==> config.mk <==
export PLATFORM = sky130hd
export DESIGN_NAME = differential_drive_motor_controller
export DESIGN_NICKNAME = d
export VERILOG_FILES = /design/src/rtl/ddmc_pkg.sv /design/src/rtl/differential_drive_motor_controller.sv /design/src/rtl/ddmc_csr.sv /design/src/rtl/ddmc_isqrt.sv
export SDC_FILE = /design/constraint.sdc
export NUM_CORES = 2
export LEC_CHECK = 0
export BUFFER_PORTS_ARGS = -buffer_cell sky130_fd_sc_hd__buf_2
export CORE_UTILIZATION = 55
export DETAILED_ROUTE_END_ITERATION = 10
export PLACE_DENSITY = 0.77
export SYNTH_ARGS = -nofsm -noshare
export SYNTH_HDL_FRONTEND = slang
export SYNTH_HIERARCHICAL = 1
export SYNTH_SLANG_ARGS = --single-unit
==> constraint.sdc <==
create_clock -name clock -period 10.1 [get_ports clock]
set_clock_uncertainty 0.2 [all_clocks]
set_input_delay 1.01 -clock clock [delete_from_list [all_inputs] [get_ports clock]]
set_output_delay 1.01 -clock clock [all_outputs]
set_load 0.005 [all_outputs]
==> src/rtl/ddmc_pkg.sv <==
// ============================================================================
// ddmc_pkg
// Shared types, codes and constants of the differential-drive motor controller.
// ============================================================================
package ddmc_pkg;

   // Width of the saturating idle-millisecond counter.
   localparam int IDLE_COUNTER_BITS = 16;
   localparam int WDOG_BITS         = 16;
   localparam int IDLE_CMP_BITS     = (IDLE_COUNTER_BITS > WDOG_BITS) ?
                                      IDLE_COUNTER_BITS : WDOG_BITS;

   // Configuration port geometry: five 32-bit registers at word addresses.
   localparam int CSR_ADDR_BITS = 5;
   localparam int CSR_DATA_BITS = 32;

   // Square root unit: radicand below 2^30, root below 2^15.
   localparam int SQ_IN_BITS  = 30;
   localparam int SQ_OUT_BITS = 15;

   // Shared multiplier geometry.
   localparam int MUL_IN_BITS  = 16;
   localparam int MUL_OUT_BITS = 32;

   // Floor division by 100 for values below 25600: (v * 5243) >> 19.
   localparam logic [12:0] RECIP_100   = 13'd5243;
   localparam int          RECIP_SHIFT = 19;

   localparam logic signed [8:0] JOY_LIMIT     = 9'sd100;
   localparam logic [13:0]       RADIUS_SQ_MAX = 14'd10000;
   localparam logic [6:0]        FLOOR_MAG_MIN = 7'd5;

   // Input operation codes.
   localparam logic [1:0] OP_JOY  = 2'd0;
   localparam logic [1:0] OP_DIR  = 2'd1;
   localparam logic [1:0] OP_TICK = 2'd2;

   // Direction command codes.
   localparam logic [2:0] DIR_STOP  = 3'd0;
   localparam logic [2:0] DIR_FWD   = 3'd1;
   localparam logic [2:0] DIR_BWD   = 3'd2;
   localparam logic [2:0] DIR_LEFT  = 3'd3;
   localparam logic [2:0] DIR_RIGHT = 3'd4;

   // Register indexes on the configuration port.
   localparam logic [2:0] REG_MIN_PWM   = 3'd0;
   localparam logic [2:0] REG_MAX_PWM   = 3'd1;
   localparam logic [2:0] REG_DEADZONE  = 3'd2;
   localparam logic [2:0] REG_DEAD_TIME = 3'd3;
   localparam logic [2:0] REG_WATCHDOG  = 3'd4;

   // Register reset values.
   localparam logic [7:0]  RST_MIN_PWM   = 8'd50;
   localparam logic [7:0]  RST_MAX_PWM   = 8'd255;
   localparam logic [6:0]  RST_DEADZONE  = 7'd10;
   localparam logic [9:0]  RST_DEAD_TIME = 10'd100;
   localparam logic [15:0] RST_WATCHDOG  = 16'd500;
   localparam logic [7:0]  RST_SPEED     = 8'd255;

   // Bridge pin pairs of one side: bit 0 forward input, bit 1 reverse input.
   localparam logic [1:0] SIDE_OFF = 2'b00;
   localparam logic [1:0] SIDE_FWD = 2'b01;
   localparam logic [1:0] SIDE_REV = 2'b10;

   typedef enum logic [2:0] {
      ACT_STOP, ACT_OBSTACLE, ACT_JOY, ACT_FWD,
      ACT_BWD, ACT_LEFT, ACT_RIGHT, ACT_WATCHDOG
   } action_type;

   typedef struct packed {
      logic [7:0]  min_pwm;
      logic [7:0]  max_pwm;
      logic [6:0]  deadzone;
      logic [9:0]  dead_time_ms;
      logic [15:0] watchdog_ms;
   } cfg_type;

   // Pins: [1:0] left side, [3:2] right side.
   typedef struct packed {
      logic [3:0] pins;
      logic [7:0] left_pwm;
      logic [7:0] right_pwm;
      action_type action;
      logic       cut_phase;
      logic [9:0] hold_ms;
      logic       last;
   } rsp_beat_type;

   typedef enum logic [4:0] {
      S_IDLE, S_JOY_SQX, S_JOY_SQY, S_JOY_D2, S_JOY_CHECK, S_JOY_SCALE,
      S_ROOT_START, S_ROOT_WAIT, S_BASE, S_LEFT_MUL, S_LEFT_DIV,
      S_RIGHT_MUL, S_RIGHT_DIV, S_DUTY, S_DIR, S_TICK, S_CUT, S_MAIN
   } seq_state_type;

   function automatic logic signed [7:0] clamp100(input logic signed [8:0] v);
      logic signed [8:0] r;
      if (v < -JOY_LIMIT) begin
         r = -JOY_LIMIT;
      end else if (v > JOY_LIMIT) begin
         r = JOY_LIMIT;
      end else begin
         r = v;
      end
      return r[7:0];
   endfunction

   function automatic logic [6:0] abs7(input logic signed [7:0] v);
      logic [7:0] r;
      r = v[7] ? 8'(-v) : 8'(v);
      return r[6:0];
   endfunction

   function automatic logic side_reverses(input logic [1:0] old_p,
                                          input logic [1:0] new_p);
      return (old_p != SIDE_OFF) && (new_p != SIDE_OFF) && (old_p != new_p);
   endfunction

endpackage

==> src/rtl/differential_drive_motor_controller.sv <==
// ============================================================================
// differential_drive_motor_controller
// Arcade mixer and bridge sequencer for a two-motor differential drive.
// ============================================================================
// The block takes one command beat at a time and answers with up to two
// result beats. A joystick beat that drives the motors starts the iterative
// square root that scales the base speed and waits out its 15 steps. Its
// other steps use the single 16x16 multiplier that forms the squares, the
// scale product and the divisions by 100, and then load the result. When
// the ceiling is below the floor there is no square root. A joystick beat
// that stops in the deadzone or at an obstacle skips the scaling. A tick
// answers only when the watchdog stops the motors. The dead-time cut beat
// before a polarity reversal is loaded in the cut state that every driving
// command passes through anyway. While rsp_stall holds the result register,
// a cut or final beat waits to be loaded. While a command is being worked
// on, req_stall is high. A finished result may still sit in the output
// register while the next command is accepted. The five configuration
// registers lie at byte addresses 0, 4, 8, 12 and 16 and must only be written
// while idle.
// ============================================================================
module differential_drive_motor_controller
   import ddmc_pkg::*;
(
   input  logic                     clock,
   input  logic                     reset,

   // Command channel.
   input  logic                     req_valid,
   output logic                     req_stall,
   input  logic [1:0]               req_op,
   input  logic signed [7:0]        req_joy_x,
   input  logic signed [7:0]        req_joy_y,
   input  logic [2:0]               req_direction,
   input  logic                     req_obstacle,

   // Result channel.
   output logic                     rsp_valid,
   input  logic                     rsp_stall,
   output logic                     rsp_left_fwd,
   output logic                     rsp_left_rev,
   output logic                     rsp_right_fwd,
   output logic                     rsp_right_rev,
   output logic [7:0]               rsp_left_pwm,
   output logic [7:0]               rsp_right_pwm,
   output logic [2:0]               rsp_action,
   output logic                     rsp_cut_phase,
   output logic [9:0]               rsp_hold_ms,
   output logic                     rsp_last,

   // Configuration port.
   input  logic                     psel,
   input  logic                     penable,
   input  logic                     pwrite,
   input  logic [CSR_ADDR_BITS-1:0] paddr,
   input  logic [CSR_DATA_BITS-1:0] pwdata,
   output logic [CSR_DATA_BITS-1:0] prdata,
   output logic                     pready
);

   cfg_type cfg;

   // Sequencer.
   seq_state_type state_ff, state_in;

   // Captured command, with the stick already clamped to +/-100.
   logic signed [7:0] x_ff, x_in;
   logic signed [7:0] y_ff, y_in;
   logic [2:0]        dir_ff, dir_in;
   logic              obst_ff, obst_in;

   // Working registers of the joystick path.
   logic [13:0] xsq_ff, xsq_in;
   logic [14:0] d2_ff, d2_in;
   logic [7:0]  ql_ff, ql_in;

   // Shared multiplier with its registered product.
   logic [MUL_IN_BITS-1:0]  mult_a, mult_b;
   logic [MUL_OUT_BITS-1:0] prod_ff, prod_in;

   // Square root unit handshake.
   logic                   sq_start;
   logic                   sq_done;
   logic [SQ_OUT_BITS-1:0] sq_root;

   // Drive the bridges will get once this command completes.
   logic [3:0] new_pins_ff, new_pins_in;
   logic [7:0] new_l_ff, new_l_in;
   logic [7:0] new_r_ff, new_r_in;
   action_type new_act_ff, new_act_in;

   // Architectural state.
   logic [3:0]                   pins_ff, pins_in;
   action_type                   act_ff, act_in;
   logic [7:0]                   speed_ff, speed_in;
   logic [IDLE_COUNTER_BITS-1:0] idle_ff, idle_in;

   // Output register.
   logic         rsp_valid_ff, rsp_valid_in;
   rsp_beat_type rsp_beat_ff, rsp_beat_in;
   logic         rsp_load;
   logic         rsp_load_cut;

   // Decision helpers.
   logic                         req_take;
   logic                         out_free;
   logic signed [7:0]            lr, rr;
   logic [6:0]                   abs_x, abs_y, abs_lr, abs_rr;
   logic [7:0]                   diff;
   logic [13:0]                  m2;
   logic                         joy_dead, joy_blocked, cfg_inverted;
   logic                         reverses;
   logic [IDLE_COUNTER_BITS-1:0] idle_sat;
   logic                         wdog_fire;
   logic [7:0]                   quot;
   logic [8:0]                   base;
   logic [7:0]                   dir_speed;
   logic [7:0]                   duty_l, duty_r;

   ddmc_csr u_csr (
      .clock   (clock),
      .reset   (reset),
      .psel    (psel),
      .penable (penable),
      .pwrite  (pwrite),
      .paddr   (paddr),
      .pwdata  (pwdata),
      .prdata  (prdata),
      .pready  (pready),
      .cfg     (cfg)
   );

   ddmc_isqrt u_isqrt (
      .clock   (clock),
      .reset   (reset),
      .start   (sq_start),
      .operand (prod_ff[SQ_IN_BITS-1:0]),
      .done    (sq_done),
      .root    (sq_root)
   );

   // ---------------------------------------------------------------------
   // Handshakes. The command side is open only in the idle state; the result
   // register can take a new beat whenever it is empty or being drained.
   // ---------------------------------------------------------------------
   assign req_stall = (state_ff != S_IDLE);
   assign req_take  = req_valid && !req_stall;
   assign out_free  = !rsp_valid_ff || !rsp_stall;

   // ---------------------------------------------------------------------
   // Combinational helpers shared by the sequencer and the datapath.
   // ---------------------------------------------------------------------
   assign lr     = clamp100($signed({y_ff[7], y_ff}) + $signed({x_ff[7], x_ff}));
   assign rr     = clamp100($signed({y_ff[7], y_ff}) - $signed({x_ff[7], x_ff}));
   assign abs_x  = abs7(x_ff);
   assign abs_y  = abs7(y_ff);
   assign abs_lr = abs7(lr);
   assign abs_rr = abs7(rr);
   assign diff   = cfg.max_pwm - cfg.min_pwm;
   assign m2     = (d2_ff > 15'(RADIUS_SQ_MAX)) ? RADIUS_SQ_MAX : d2_ff[13:0];

   // In the check state the product register holds deadzone squared.
   assign joy_dead     = (d2_ff < 15'(prod_ff[13:0]));
   assign joy_blocked  = !y_ff[7] && (y_ff != 8'sd0) && obst_ff;
   assign cfg_inverted = (cfg.max_pwm < cfg.min_pwm);

   // A cut beat is due when either bridge flips from one driven polarity to
   // the other; going to or from all-off needs none.
   assign reverses = side_reverses(pins_ff[1:0], new_pins_ff[1:0]) ||
                     side_reverses(pins_ff[3:2], new_pins_ff[3:2]);

   assign idle_sat  = (&idle_ff) ? idle_ff : idle_ff + 1'b1;
   assign wdog_fire = (act_ff >= ACT_JOY) && (act_ff <= ACT_RIGHT) &&
                      (IDLE_CMP_BITS'(idle_sat) > IDLE_CMP_BITS'(cfg.watchdog_ms));

   // Quotient by 100 out of the reciprocal product.
   assign quot = prod_ff[RECIP_SHIFT +: 8];
   assign base = {1'b0, cfg.min_pwm} + {1'b0, quot};

   assign dir_speed = (speed_ff > cfg.max_pwm) ? cfg.max_pwm : speed_ff;

   // Side duty: truncated scale, raised to the PWM floor once the stick is
   // clearly off center, and finally limited to the ceiling.
   always_comb begin
      duty_l = ql_ff;
      if (abs_lr > FLOOR_MAG_MIN && duty_l < cfg.min_pwm) begin
         duty_l = cfg.min_pwm;
      end
      if (duty_l > cfg.max_pwm) begin
         duty_l = cfg.max_pwm;
      end
      duty_r = quot;
      if (abs_rr > FLOOR_MAG_MIN && duty_r < cfg.min_pwm) begin
         duty_r = cfg.min_pwm;
      end
      if (duty_r > cfg.max_pwm) begin
         duty_r = cfg.max_pwm;
      end
   end

   // ---------------------------------------------------------------------
   // Sequencer next state.
   // ---------------------------------------------------------------------
   always_comb begin
      state_in = state_ff;
      unique case (state_ff)
         S_IDLE: begin
            if (req_take) begin
               unique case (req_op)
                  OP_JOY:  state_in = S_JOY_SQX;
                  OP_DIR:  state_in = S_DIR;
                  OP_TICK: state_in = S_TICK;
                  default: state_in = S_IDLE;
               endcase
            end
         end
         S_JOY_SQX: state_in = S_JOY_SQY;
         S_JOY_SQY: state_in = S_JOY_D2;
         S_JOY_D2:  state_in = S_JOY_CHECK;
         S_JOY_CHECK: begin
            priority if (joy_dead || joy_blocked) begin
               state_in = S_MAIN;
            end else if (cfg_inverted) begin
               state_in = S_LEFT_MUL;
            end else begin
               state_in = S_JOY_SCALE;
            end
         end
         S_JOY_SCALE:  state_in = S_ROOT_START;
         S_ROOT_START: state_in = S_ROOT_WAIT;
         S_ROOT_WAIT: begin
            if (sq_done) begin
               state_in = S_BASE;
            end
         end
         S_BASE:      state_in = S_LEFT_MUL;
         S_LEFT_MUL:  state_in = S_LEFT_DIV;
         S_LEFT_DIV:  state_in = S_RIGHT_MUL;
         S_RIGHT_MUL: state_in = S_RIGHT_DIV;
         S_RIGHT_DIV: state_in = S_DUTY;
         S_DUTY:      state_in = S_CUT;
         S_DIR:       state_in = S_CUT;
         S_TICK: begin
            state_in = wdog_fire ? S_MAIN : S_IDLE;
         end
         S_CUT: begin
            if (!reverses || out_free) begin
               state_in = S_MAIN;
            end
         end
         S_MAIN: begin
            if (out_free) begin
               state_in = S_IDLE;
            end
         end
         default: state_in = S_IDLE;
      endcase
   end

   // ---------------------------------------------------------------------
   // Sequencer outputs: multiplier operands, root start and result loads.
   // ---------------------------------------------------------------------
   always_comb begin
      mult_a       = '0;
      mult_b       = '0;
      sq_start     = 1'b0;
      rsp_load     = 1'b0;
      rsp_load_cut = 1'b0;
      unique case (state_ff)
         S_JOY_SQX: begin
            mult_a = MUL_IN_BITS'(abs_x);
            mult_b = MUL_IN_BITS'(abs_x);
         end
         S_JOY_SQY: begin
            mult_a = MUL_IN_BITS'(abs_y);
            mult_b = MUL_IN_BITS'(abs_y);
         end
         S_JOY_D2: begin
            mult_a = MUL_IN_BITS'(cfg.deadzone);
            mult_b = MUL_IN_BITS'(cfg.deadzone);
         end
         S_JOY_CHECK: begin
            mult_a = MUL_IN_BITS'(diff);
            mult_b = MUL_IN_BITS'(diff);
         end
         S_JOY_SCALE: begin
            mult_a = MUL_IN_BITS'(m2);
            mult_b = prod_ff[MUL_IN_BITS-1:0];
         end
         S_ROOT_START: begin
            sq_start = 1'b1;
         end
         S_ROOT_WAIT: begin
            mult_a = MUL_IN_BITS'(sq_root);
            mult_b = MUL_IN_BITS'(RECIP_100);
         end
         S_LEFT_MUL: begin
            mult_a = MUL_IN_BITS'(abs_lr);
            mult_b = MUL_IN_BITS'(speed_ff);
         end
         S_LEFT_DIV, S_RIGHT_DIV: begin
            mult_a = MUL_IN_BITS'(prod_ff[14:0]);
            mult_b = MUL_IN_BITS'(RECIP_100);
         end
         S_RIGHT_MUL: begin
            mult_a = MUL_IN_BITS'(abs_rr);
            mult_b = MUL_IN_BITS'(speed_ff);
         end
         S_CUT: begin
            if (reverses && out_free) begin
               rsp_load     = 1'b1;
               rsp_load_cut = 1'b1;
            end
         end
         S_MAIN: begin
            rsp_load = out_free;
         end
         default: begin
            mult_a = '0;
         end
      endcase
   end

   // ---------------------------------------------------------------------
   // Datapath next values.
   // ---------------------------------------------------------------------
   assign prod_in = MUL_OUT_BITS'(mult_a) * MUL_OUT_BITS'(mult_b);

   always_comb begin
      x_in        = x_ff;
      y_in        = y_ff;
      dir_in      = dir_ff;
      obst_in     = obst_ff;
      xsq_in      = xsq_ff;
      d2_in       = d2_ff;
      ql_in       = ql_ff;
      new_pins_in = new_pins_ff;
      new_l_in    = new_l_ff;
      new_r_in    = new_r_ff;
      new_act_in  = new_act_ff;
      pins_in     = pins_ff;
      act_in      = act_ff;
      speed_in    = speed_ff;
      idle_in     = idle_ff;
      unique case (state_ff)
         S_IDLE: begin
            if (req_take) begin
               x_in    = clamp100($signed({req_joy_x[7], req_joy_x}));
               y_in    = clamp100($signed({req_joy_y[7], req_joy_y}));
               dir_in  = req_direction;
               obst_in = req_obstacle;
               if (req_op == OP_JOY || req_op == OP_DIR) begin
                  idle_in = '0;
               end
            end
         end
         S_JOY_SQY: xsq_in = prod_ff[13:0];
         S_JOY_D2:  d2_in  = {1'b0, xsq_ff} + {1'b0, prod_ff[13:0]};
         S_JOY_CHECK: begin
            new_pins_in = '0;
            new_l_in    = '0;
            new_r_in    = '0;
            priority if (joy_dead) begin
               new_act_in = ACT_STOP;
            end else if (joy_blocked) begin
               new_act_in = ACT_OBSTACLE;
            end else begin
               new_act_in = ACT_JOY;
               if (cfg_inverted) begin
                  speed_in = cfg.max_pwm;
               end
            end
         end
         S_BASE: begin
            speed_in = (base > {1'b0, cfg.max_pwm}) ? cfg.max_pwm : base[7:0];
         end
         S_RIGHT_MUL: ql_in = quot;
         S_DUTY: begin
            new_pins_in = {rr[7] ? SIDE_REV : SIDE_FWD, lr[7] ? SIDE_REV : SIDE_FWD};
            new_l_in    = duty_l;
            new_r_in    = duty_r;
         end
         S_DIR: begin
            new_l_in = dir_speed;
            new_r_in = dir_speed;
            unique case (dir_ff)
               DIR_FWD: begin
                  if (obst_ff) begin
                     new_pins_in = '0;
                     new_l_in    = '0;
                     new_r_in    = '0;
                     new_act_in  = ACT_OBSTACLE;
                  end else begin
                     new_pins_in = {SIDE_FWD, SIDE_FWD};
                     new_act_in  = ACT_FWD;
                  end
               end
               DIR_BWD: begin
                  new_pins_in = {SIDE_REV, SIDE_REV};
                  new_act_in  = ACT_BWD;
               end
               DIR_LEFT: begin
                  new_pins_in = {SIDE_FWD, SIDE_REV};
                  new_act_in  = ACT_LEFT;
               end
               DIR_RIGHT: begin
                  new_pins_in = {SIDE_REV, SIDE_FWD};
                  new_act_in  = ACT_RIGHT;
               end
               default: begin
                  new_pins_in = '0;
                  new_l_in    = '0;
                  new_r_in    = '0;
                  new_act_in  = ACT_STOP;
               end
            endcase
         end
         S_TICK: begin
            idle_in     = idle_sat;
            new_pins_in = '0;
            new_l_in    = '0;
            new_r_in    = '0;
            new_act_in  = ACT_WATCHDOG;
         end
         S_MAIN: begin
            if (out_free) begin
               pins_in = new_pins_ff;
               act_in  = new_act_ff;
            end
         end
         default: begin
            ql_in = ql_ff;
         end
      endcase
   end

   // ---------------------------------------------------------------------
   // Output register. A cut beat shows the new action with every pin and
   // duty off and the dead time to hold; the driving beat closes the item.
   // ---------------------------------------------------------------------
   always_comb begin
      rsp_valid_in = rsp_valid_ff && rsp_stall;
      rsp_beat_in  = rsp_beat_ff;
      if (rsp_load) begin
         rsp_valid_in = 1'b1;
         if (rsp_load_cut) begin
            rsp_beat_in.pins      = '0;
            rsp_beat_in.left_pwm  = '0;
            rsp_beat_in.right_pwm = '0;
            rsp_beat_in.cut_phase = 1'b1;
            rsp_beat_in.hold_ms   = cfg.dead_time_ms;
            rsp_beat_in.last      = 1'b0;
         end else begin
            rsp_beat_in.pins      = new_pins_ff;
            rsp_beat_in.left_pwm  = new_l_ff;
            rsp_beat_in.right_pwm = new_r_ff;
            rsp_beat_in.cut_phase = 1'b0;
            rsp_beat_in.hold_ms   = '0;
            rsp_beat_in.last      = 1'b1;
         end
         rsp_beat_in.action = new_act_ff;
      end
   end

   assign rsp_valid     = rsp_valid_ff;
   assign rsp_left_fwd  = rsp_beat_ff.pins[0];
   assign rsp_left_rev  = rsp_beat_ff.pins[1];
   assign rsp_right_fwd = rsp_beat_ff.pins[2];
   assign rsp_right_rev = rsp_beat_ff.pins[3];
   assign rsp_left_pwm  = rsp_beat_ff.left_pwm;
   assign rsp_right_pwm = rsp_beat_ff.right_pwm;
   assign rsp_action    = rsp_beat_ff.action;
   assign rsp_cut_phase = rsp_beat_ff.cut_phase;
   assign rsp_hold_ms   = rsp_beat_ff.hold_ms;
   assign rsp_last      = rsp_beat_ff.last;

   // ---------------------------------------------------------------------
   // Registers. Control and architectural state reset; working registers
   // and the result payload do not.
   // ---------------------------------------------------------------------
   always_ff @(posedge clock) begin
      if (reset) begin
         state_ff     <= S_IDLE;
         rsp_valid_ff <= 1'b0;
         pins_ff      <= '0;
         act_ff       <= ACT_STOP;
         speed_ff     <= RST_SPEED;
         idle_ff      <= '0;
      end else begin
         state_ff     <= state_in;
         rsp_valid_ff <= rsp_valid_in;
         pins_ff      <= pins_in;
         act_ff       <= act_in;
         speed_ff     <= speed_in;
         idle_ff      <= idle_in;
      end
   end

   always_ff @(posedge clock) begin
      x_ff        <= x_in;
      y_ff        <= y_in;
      dir_ff      <= dir_in;
      obst_ff     <= obst_in;
      xsq_ff      <= xsq_in;
      d2_ff       <= d2_in;
      ql_ff       <= ql_in;
      prod_ff     <= prod_in;
      new_pins_ff <= new_pins_in;
      new_l_ff    <= new_l_in;
      new_r_ff    <= new_r_in;
      new_act_ff  <= new_act_in;
      rsp_beat_ff <= rsp_beat_in;
   end

endmodule

==> src/rtl/ddmc_csr.sv <==
// ============================================================================
// ddmc_csr
// Configuration registers behind a simple APB-style slave port.
// ============================================================================
module ddmc_csr
   import ddmc_pkg::*;
(
   input  logic                     clock,
   input  logic                     reset,
   input  logic                     psel,
   input  logic                     penable,
   input  logic                     pwrite,
   input  logic [CSR_ADDR_BITS-1:0] paddr,
   input  logic [CSR_DATA_BITS-1:0] pwdata,
   output logic [CSR_DATA_BITS-1:0] prdata,
   output logic                     pready,
   output cfg_type                  cfg
);

   cfg_type    cfg_ff, cfg_in;
   logic       wr_en;
   logic [2:0] reg_idx;

   assign pready  = 1'b1;
   assign reg_idx = paddr[CSR_ADDR_BITS-1:2];
   assign wr_en   = psel && penable && pwrite && pready;
   assign cfg     = cfg_ff;

   always_comb begin
      cfg_in = cfg_ff;
      if (wr_en) begin
         unique case (reg_idx)
            REG_MIN_PWM:   cfg_in.min_pwm      = pwdata[7:0];
            REG_MAX_PWM:   cfg_in.max_pwm      = pwdata[7:0];
            REG_DEADZONE:  cfg_in.deadzone     = pwdata[6:0];
            REG_DEAD_TIME: cfg_in.dead_time_ms = pwdata[9:0];
            REG_WATCHDOG:  cfg_in.watchdog_ms  = pwdata[15:0];
            default:       cfg_in = cfg_ff;
         endcase
      end
   end

   always_comb begin
      unique case (reg_idx)
         REG_MIN_PWM:   prdata = 32'(cfg_ff.min_pwm);
         REG_MAX_PWM:   prdata = 32'(cfg_ff.max_pwm);
         REG_DEADZONE:  prdata = 32'(cfg_ff.deadzone);
         REG_DEAD_TIME: prdata = 32'(cfg_ff.dead_time_ms);
         REG_WATCHDOG:  prdata = 32'(cfg_ff.watchdog_ms);
         default:       prdata = '0;
      endcase
   end

   always_ff @(posedge clock) begin
      if (reset) begin
         cfg_ff.min_pwm      <= RST_MIN_PWM;
         cfg_ff.max_pwm      <= RST_MAX_PWM;
         cfg_ff.deadzone     <= RST_DEADZONE;
         cfg_ff.dead_time_ms <= RST_DEAD_TIME;
         cfg_ff.watchdog_ms  <= RST_WATCHDOG;
      end else begin
         cfg_ff <= cfg_in;
      end
   end

endmodule

==> src/rtl/ddmc_isqrt.sv <==
// ============================================================================
// ddmc_isqrt
// Iterative integer square root, one result bit per clock cycle.
// ============================================================================
module ddmc_isqrt
   import ddmc_pkg::*;
(
   input  logic                   clock,
   input  logic                   reset,
   input  logic                   start,
   input  logic [SQ_IN_BITS-1:0]  operand,
   output logic                   done,
   output logic [SQ_OUT_BITS-1:0] root
);

   logic [SQ_IN_BITS-1:0] rem_ff, rem_in;
   logic [SQ_IN_BITS-1:0] res_ff, res_in;
   logic [SQ_IN_BITS-1:0] bit_ff, bit_in;
   logic                  busy_ff, busy_in;
   logic                  done_ff, done_in;
   logic [SQ_IN_BITS:0]   trial;

   // The trial subtrahend is the partial root plus the current bit pair.
   assign trial = {1'b0, res_ff} + {1'b0, bit_ff};
   assign done  = done_ff;
   assign root  = res_ff[SQ_OUT_BITS-1:0];

   always_comb begin
      rem_in  = rem_ff;
      res_in  = res_ff;
      bit_in  = bit_ff;
      busy_in = busy_ff;
      done_in = done_ff;
      if (start) begin
         rem_in  = operand;
         res_in  = '0;
         bit_in  = SQ_IN_BITS'(1) << (SQ_IN_BITS - 2);
         busy_in = 1'b1;
         done_in = 1'b0;
      end else if (busy_ff) begin
         if ({1'b0, rem_ff} >= trial) begin
            rem_in = rem_ff - trial[SQ_IN_BITS-1:0];
            res_in = (res_ff >> 1) + bit_ff;
         end else begin
            res_in = res_ff >> 1;
         end
         bit_in = bit_ff >> 2;
         if (bit_ff == SQ_IN_BITS'(1)) begin
            busy_in = 1'b0;
            done_in = 1'b1;
         end
      end
   end

   always_ff @(posedge clock) begin
      if (reset) begin
         busy_ff <= 1'b0;
         done_ff <= 1'b0;
      end else begin
         busy_ff <= busy_in;
         done_ff <= done_in;
      end
   end

   always_ff @(posedge clock) begin
      rem_ff <= rem_in;
      res_ff <= res_in;
      bit_ff <= bit_in;
   end

endmodule

# ---- Word level (Yosys, flattened, before mapping)
# Cells that the tools add are included.
dict set report totals {
  register_bits 308
  input_bits 66
  output_inout_bits 70
  word_cells 238
}
dict set report op_classes {
  addsub 13
  mul 1
  n_lt_le_gt_ge 23
  n_eq_ne 38
  n_mux 64
  n_reduce_logical 62
}
# operator count
set op_table {}
lappend op_table {{15-bit case mux with 9 select lines} 1}
lappend op_table {{8-bit two-way mux} 16}
lappend op_table {{30-bit two-way mux} 4}
lappend op_table {{16-bit case mux with 7 select lines} 1}
lappend op_table {{5-bit case mux with 17 select lines} 1}
lappend op_table {{16-bit case mux with 5 select lines} 1}
lappend op_table {{16-bit two-way mux} 3}
lappend op_table {{8-bit case mux with 3 select lines} 2}
lappend op_table {{5-bit by 4-bit == test with 1-bit output, second input constant} 8}
lappend op_table {{16-bit case mux with 2 select lines} 1}
lappend op_table {{8-bit case mux with 2 select lines} 2}
lappend op_table {{30-bit by 29-bit adder with 31-bit output} 1}
lappend op_table {{30-bit by 31-bit >= comparator with 1-bit output} 1}
lappend op_table {{29-bit by 29-bit adder with 30-bit output} 1}
lappend op_table {{15-bit by 16-bit multiplier with 30-bit output} 1}
lappend op_table {{5-bit two-way mux} 6}
lappend op_table {{30-bit subtractor} 1}
lappend op_table {{7-bit two-way mux} 4}
lappend op_table {{7-bit negation} 4}
lappend op_table {{8-bit > comparator} 3}
lappend op_table {{8-bit < comparator} 3}
lappend op_table {{4-bit case mux with 3 select lines} 2}
lappend op_table {{5-bit by 3-bit == test with 1-bit output, second input constant} 4}
lappend op_table {{8-bit by 8-bit adder with 9-bit output} 2}
lappend op_table {{other kinds (53)} 128}

# ---- Depth between registers and ports, before layout
dict set report depth {
  word_depth 12
  mapped_depth 46
  depth_no_buf 44
}

# ---- Cells and area by module
# The synthesis kept the hierarchy.
# mod instances cells_each area_per_inst_um2 seq_area_each_um2
set modules_own_cells {}
lappend modules_own_cells {differential_drive_motor_controller 1 2190 19924.1 4794.6}
lappend modules_own_cells {ddmc_isqrt 1 830 6755.2 1841.8}
lappend modules_own_cells {ddmc_csr 1 271 2561.2 980.9}

# ---- Worst setup path after synthesis
# No wires, ideal clock.
dict set report synth_path {
  path_type {reg-to-reg}
  from {register y_ff[0]}
  to {register prod_ff[27]}
  setup_ps 72
  t_arrival_ps 9408
  required_time_ps 9828
  path_slack_ps 420
  path_stages_with_launch 44
  path_buffers 1
  period_less_slack_ps 9680
  path_cell_list {edfxtp_1 -> inv_1 -> ha_1 -> inv_1 -> fa_1 -> a211oi_2 -> nor3_1 -> or4_1 -> o311a_2 -> o311a_1 -> nor2_1 -> nor2_1 -> inv_1 -> ha_1 -> inv_1 -> nor4_1 -> a21oi_1 -> xor2_1 -> (+8 left out) -> inv_1 -> fa_1 -> fa_1 -> fa_1 -> inv_1 -> fa_1 -> inv_1 -> ha_1 -> nand2_1 -> nand2b_1 -> a21o_1 -> a2111oi_0 -> a21oi_1 -> a21oi_1 -> o21ai_0 -> a31o_2 -> a21oi_1 -> xnor2_1}
}
dict set report synth_via {
  elab_chain_len 8
  elab_cells_between_ends 19
  cone_classes {add/sub (5); mul (1); order compare (4); mux (9)}
}
# element line
set synth_rtl {}
lappend synth_rtl {{start: declaration} differential_drive_motor_controller.sv:67} ;# logic signed [7:0] y_ff, y_in;
lappend synth_rtl {{start signal: assignment} differential_drive_motor_controller.sv:500} ;# y_ff <= y_in;
lappend synth_rtl {{8-bit by 8-bit subtractor with 9-bit output / 8-bit by 8-bit adder with 9-bit output (equally long branches)} {differential_drive_motor_controller.sv:153, differential_drive_motor_controller.sv:152}}
lappend synth_rtl {{9-bit by 8-bit > comparator with 1-bit output} ddmc_pkg.sv:99} ;# end else if (v > JOY_LIMIT) begin
lappend synth_rtl {{8-bit two-way mux} ddmc_pkg.sv:99}
lappend synth_rtl {{8-bit two-way mux} ddmc_pkg.sv:97} ;# if (v < -JOY_LIMIT) begin
lappend synth_rtl {{7-bit negation} ddmc_pkg.sv:109} ;# r = v[7] ? 8'(-v) : 8'(v);
lappend synth_rtl {{7-bit two-way mux} ddmc_pkg.sv:109}
lappend synth_rtl {{15-bit case mux with 9 select lines} differential_drive_motor_controller.sv:268} ;# unique case (state_ff)
lappend synth_rtl {{15-bit by 16-bit multiplier with 30-bit output (*)} differential_drive_motor_controller.sv:326} ;# assign prod_in = MUL_OUT_BITS'(mult_a) * MUL_OUT_BITS'(mult_b);
lappend synth_rtl {{net prod_in[27]} differential_drive_motor_controller.sv:78} ;# logic [MUL_OUT_BITS-1:0] prod_ff, prod_in;
lappend synth_rtl {{end signal: assignment} differential_drive_motor_controller.sv:506} ;# prod_ff <= prod_in;
lappend synth_rtl {{end: declaration} differential_drive_motor_controller.sv:78}
# Mark *: on every way through the listed nets, which the timed path passes. The rest lies on a longest branch.
# A chain may end at the register's enable or synchronous reset.

# ---- Final worst setup path
dict set report layout_path {
  from {register y_ff[0]}
  to {register prod_ff[29]}
}
# The elaborated chain is that of the path after synthesis.

==> results.json <==
{
  "grt_pass1_wl_um": 129500,
  "gr-usage-all-layers_pct": 30.37,
  "cts_buffer_depth": 3,
  "yosysTopAreaCell": "edfxtp_1",
  "syn_inst": 3291,
  "regArea_sq_mm": 0.007619,
  "first_global_vias": 23978,
  "hold_viol": 0,
  "cts.sinks": 308,
  "via_per_inst": 6.066,
  "place.gp.congestion": 1.012,
  "power_switching_uw": 3676,
  "synth.ff_latch_count": 308,
  "fin_cells": 4091,
  "cp.arrival_ns": 9.95,
  "status": "complete, but fails checks",
  "wire_per_inst_um": 19.88,
  "ys_types": 101,
  "design.core.area_sq_mm": 0.05255,
  "final_common_cell": "nor2_1",
  "start_util_pct": 55.64,
  "pre_cts_slack_ns": -0.07118,
  "powerDensity_mw_per_mm2": 245.2,
  "grt_max_degree": 82,
  "startpoint_type": "flip-flop",
  "max_cap_violations": 0,
  "syn-cell-area_sq_mm": 0.02924,
  "p_clk_share_pct": 16.9,
  "drt_iter0_markers": 2448,
  "yosysSeqAreaShare_pct": 26.05,
  "max_slew.worst_pin.slew_ns": 1.157,
  "fill_cells": 4531,
  "fin_tns_setup_ns": 0,
  "cts_hold_buffers": 0,
  "critPathMaxStageDelay_ns": 0.56,
  "antenna_cells": 0,
  "finalSetupViolCount": 0,
  "crit_required_ns": 10.39,
  "drt_first_pass_iters": 9,
  "switching_share_pct": 47.01,
  "endpoint_kind": "flip-flop",
  "total_power_uw": 7820,
  "power_frac_seq_pct": 24.9,
  "ant_nets": 0,
  "cts_inserted_buffers": 37,
  "post-route-period-util_pct": 95.65,
  "yosysWarnings": 6,
  "crit_slowest_cell": "fa_1",
  "place_hpwl_um": 62210,
  "via_count": 24817,
  "synth_edf_count": 145,
  "insertion_delay_ns": 0.57,
  "drcViolationCount": 1,
  "internal_power_uw": 4144,
  "rsz0062_at_grt": "false",
  "report.final.slew_viol_count": 0,
  "avgSynthCellArea_sq_um": 8.885,
  "clk_pin_slew_ns": 0.06,
  "ys.flop_type": "dfxtp_1",
  "overflow": 0,
  "cp_top_family": "adder cells",
  "syn2layout_area_growth_pct": 9.084,
  "die-area_sq_mm": 0.05409,
  "crit_fanout": 5,
  "antenna_found_initial": 0,
  "cpMostUsedCell": "inv_1",
  "multi_input_area_sq_mm": 0.01988,
  "synth_top_area_share_pct": 14.89,
  "io_buffer_count": 100,
  "rr_worst_depth": 45,
  "die_w_um": 232.6,
  "wl_um": 81340,
  "layout_common_cells": "nor2_1 (364), inv_1 (330), ha_1 (280)",
  "fmax_mhz": 103.5,
  "clockRootBuffer": "clkbuf_16",
  "critPathBufInv": 11,
  "placedCellCount": 4022,
  "slew_headroom_pct": 22.55,
  "min_delay_path_depth": 2,
  "violations": "design-rule violations",
  "cts_tree": "built",
  "p_comb_share_pct": 58.2,
  "worst_slack_ns": 0.4397,
  "leakage_uw": 0.01401,
  "pin_count": 136,
  "crit_type": "flip-flop to flip-flop",
  "ir_worst_vdd_mv": 0.1652,
  "die_h_um": 232.6,
  "rows": 84,
  "ys_async_sr_fraction_pct": 0,
  "drive_gt1_share_pct": 10.23,
  "synth_area_leaders": "edfxtp_1 (15%), fa_1 (13%), ha_1 (12%), dfxtp_1 (11%), nor2_1 (4.7%)",
  "period_minus_slack_ns": 9.660,
  "crit_cells": 45,
  "hp-class": "flip-flop to flip-flop",
  "layout.nets": 3909,
  "h-tree-depth": 2
}
[state kept, by name (all words and copies together), names as in the netlist, 10 cells and up]
name and flops:
u_csr/cfg 49, prod_ff 30, d2_ff 15, u_isqrt/res_ff 30
idle_ff 16, rsp_hold_ms 10, xsq_ff 14, u_isqrt/rem_ff 30
u_isqrt/bit_ff 15
[cell families (layout without fill, tap and decap cells)]
family | after synthesis | in the layout | synth area share [%]
AND/OR/NAND/NOR | 1059 | 1059 | 17.19
XOR/XNOR | 138 | 138 | 4.159
AO/OA/AOI/OAI | 698 | 698 | 16.37
multiplexers | 128 | 128 | 4.489
buffers and inverters | 487 | 579 | 6.876
adder cells (fa/ha/maj) | 469 | 469 | 24.82
flip-flops | 308 | 308 | 26.05
other | 4 | 24 | 0.05133
[synthesized netlist by cell type (9+ instances only)]
library cell / count
or3_1: 18
a311oi_1: 15
and4_1: 10
and2_1: 47
nand4_1: 24
inv_1: 330
buf_2: 9
nand2_1: 265
o21bai_1: 19
a211oi_1: 21
o21a_1: 32
nor2_1: 366
clkbuf_1: 91
a22oi_1: 27
o31ai_1: 23
mux2i_1: 103
mux2_2: 25
buf_4: 37
xnor2_1: 91
a21o_1: 45
a21oi_1: 154
dfxtp_1: 163
a21boi_0: 9
xor2_1: 46
nand2b_1: 84
nand3_1: 52
fa_1: 185
buf_1: 11
o22ai_1: 12
a221oi_1: 10
or2_2: 10
o21ai_0: 143
nor3_1: 51
a221o_1: 15
edfxtp_1: 145
nor2b_1: 48
a31oi_1: 27
o211ai_1: 30
and3_1: 42
ha_1: 284
nor4_1: 9
[through the flow]
stage	hold slack (ns)	util (%)	instance area (sq um)
global route	0.3069	60.70	31900
global placement	0.2704	58.12	30540
detailed placement	0.2786	58.12	30540
finish	0.2933	60.70	31900
floorplan	0.2257	-	29320
CTS	0.2923	60.44	31760
[area by class of cell]
class	instances	area share (%)
inverter	333	3.919
sequential	308	23.89
tap	688	2.699
clock inverter	19	0.5727
multi-input combinational	2516	62.32
timing repair buffer	178	3.405
clock buffer	49	3.205
[final timing paths]
kind,from,endpoint,slack (ns)
max,y_ff[0],prod_ff[29],0.44
min,u_csr/cfg[19],u_csr/cfg[19],0.29
max reg2reg,y_ff[0],prod_ff[29],0.44
min reg2reg,u_csr/cfg[19],u_csr/cfg[19],0.29
[tightest hold or removal path, delay by kind of cell, from the launching register on]
kind,cells,cell delay (ns)
simple gates,1,0.07
mux,1,0.06
flops,1,0.32
[power by group through the flow]
stage | clock network (uW) | registers (uW) | logic (uW)
after CTS | 1340 | 1930 | 4440
after detailed placement | 0 | 1960 | 4400
after global routing | 1390 | 1970 | 5040
final | 1320 | 1950 | 4550
after floorplan | 0 | 1800 | 3360
after global placement | 0 | 1950 | 4310
[what timing repair did]
item | 4_1_cts | 5_1_grt
resized for setup | 3 | 29
pin swaps | 1 | 7
setup endpoints to repair | 5 | 15
buffers inserted | 1 | 0
[metal layers]
layer	global-route usage (%)	vias up	wire length, um
met3	5.870	250	7486
met1	40.83	11893	34290
met5	0	-	0
met2	47.81	1088	36180
met4	12.44	0	3385
li1	-	11586	-
Power figures use the tool's default switching activity.
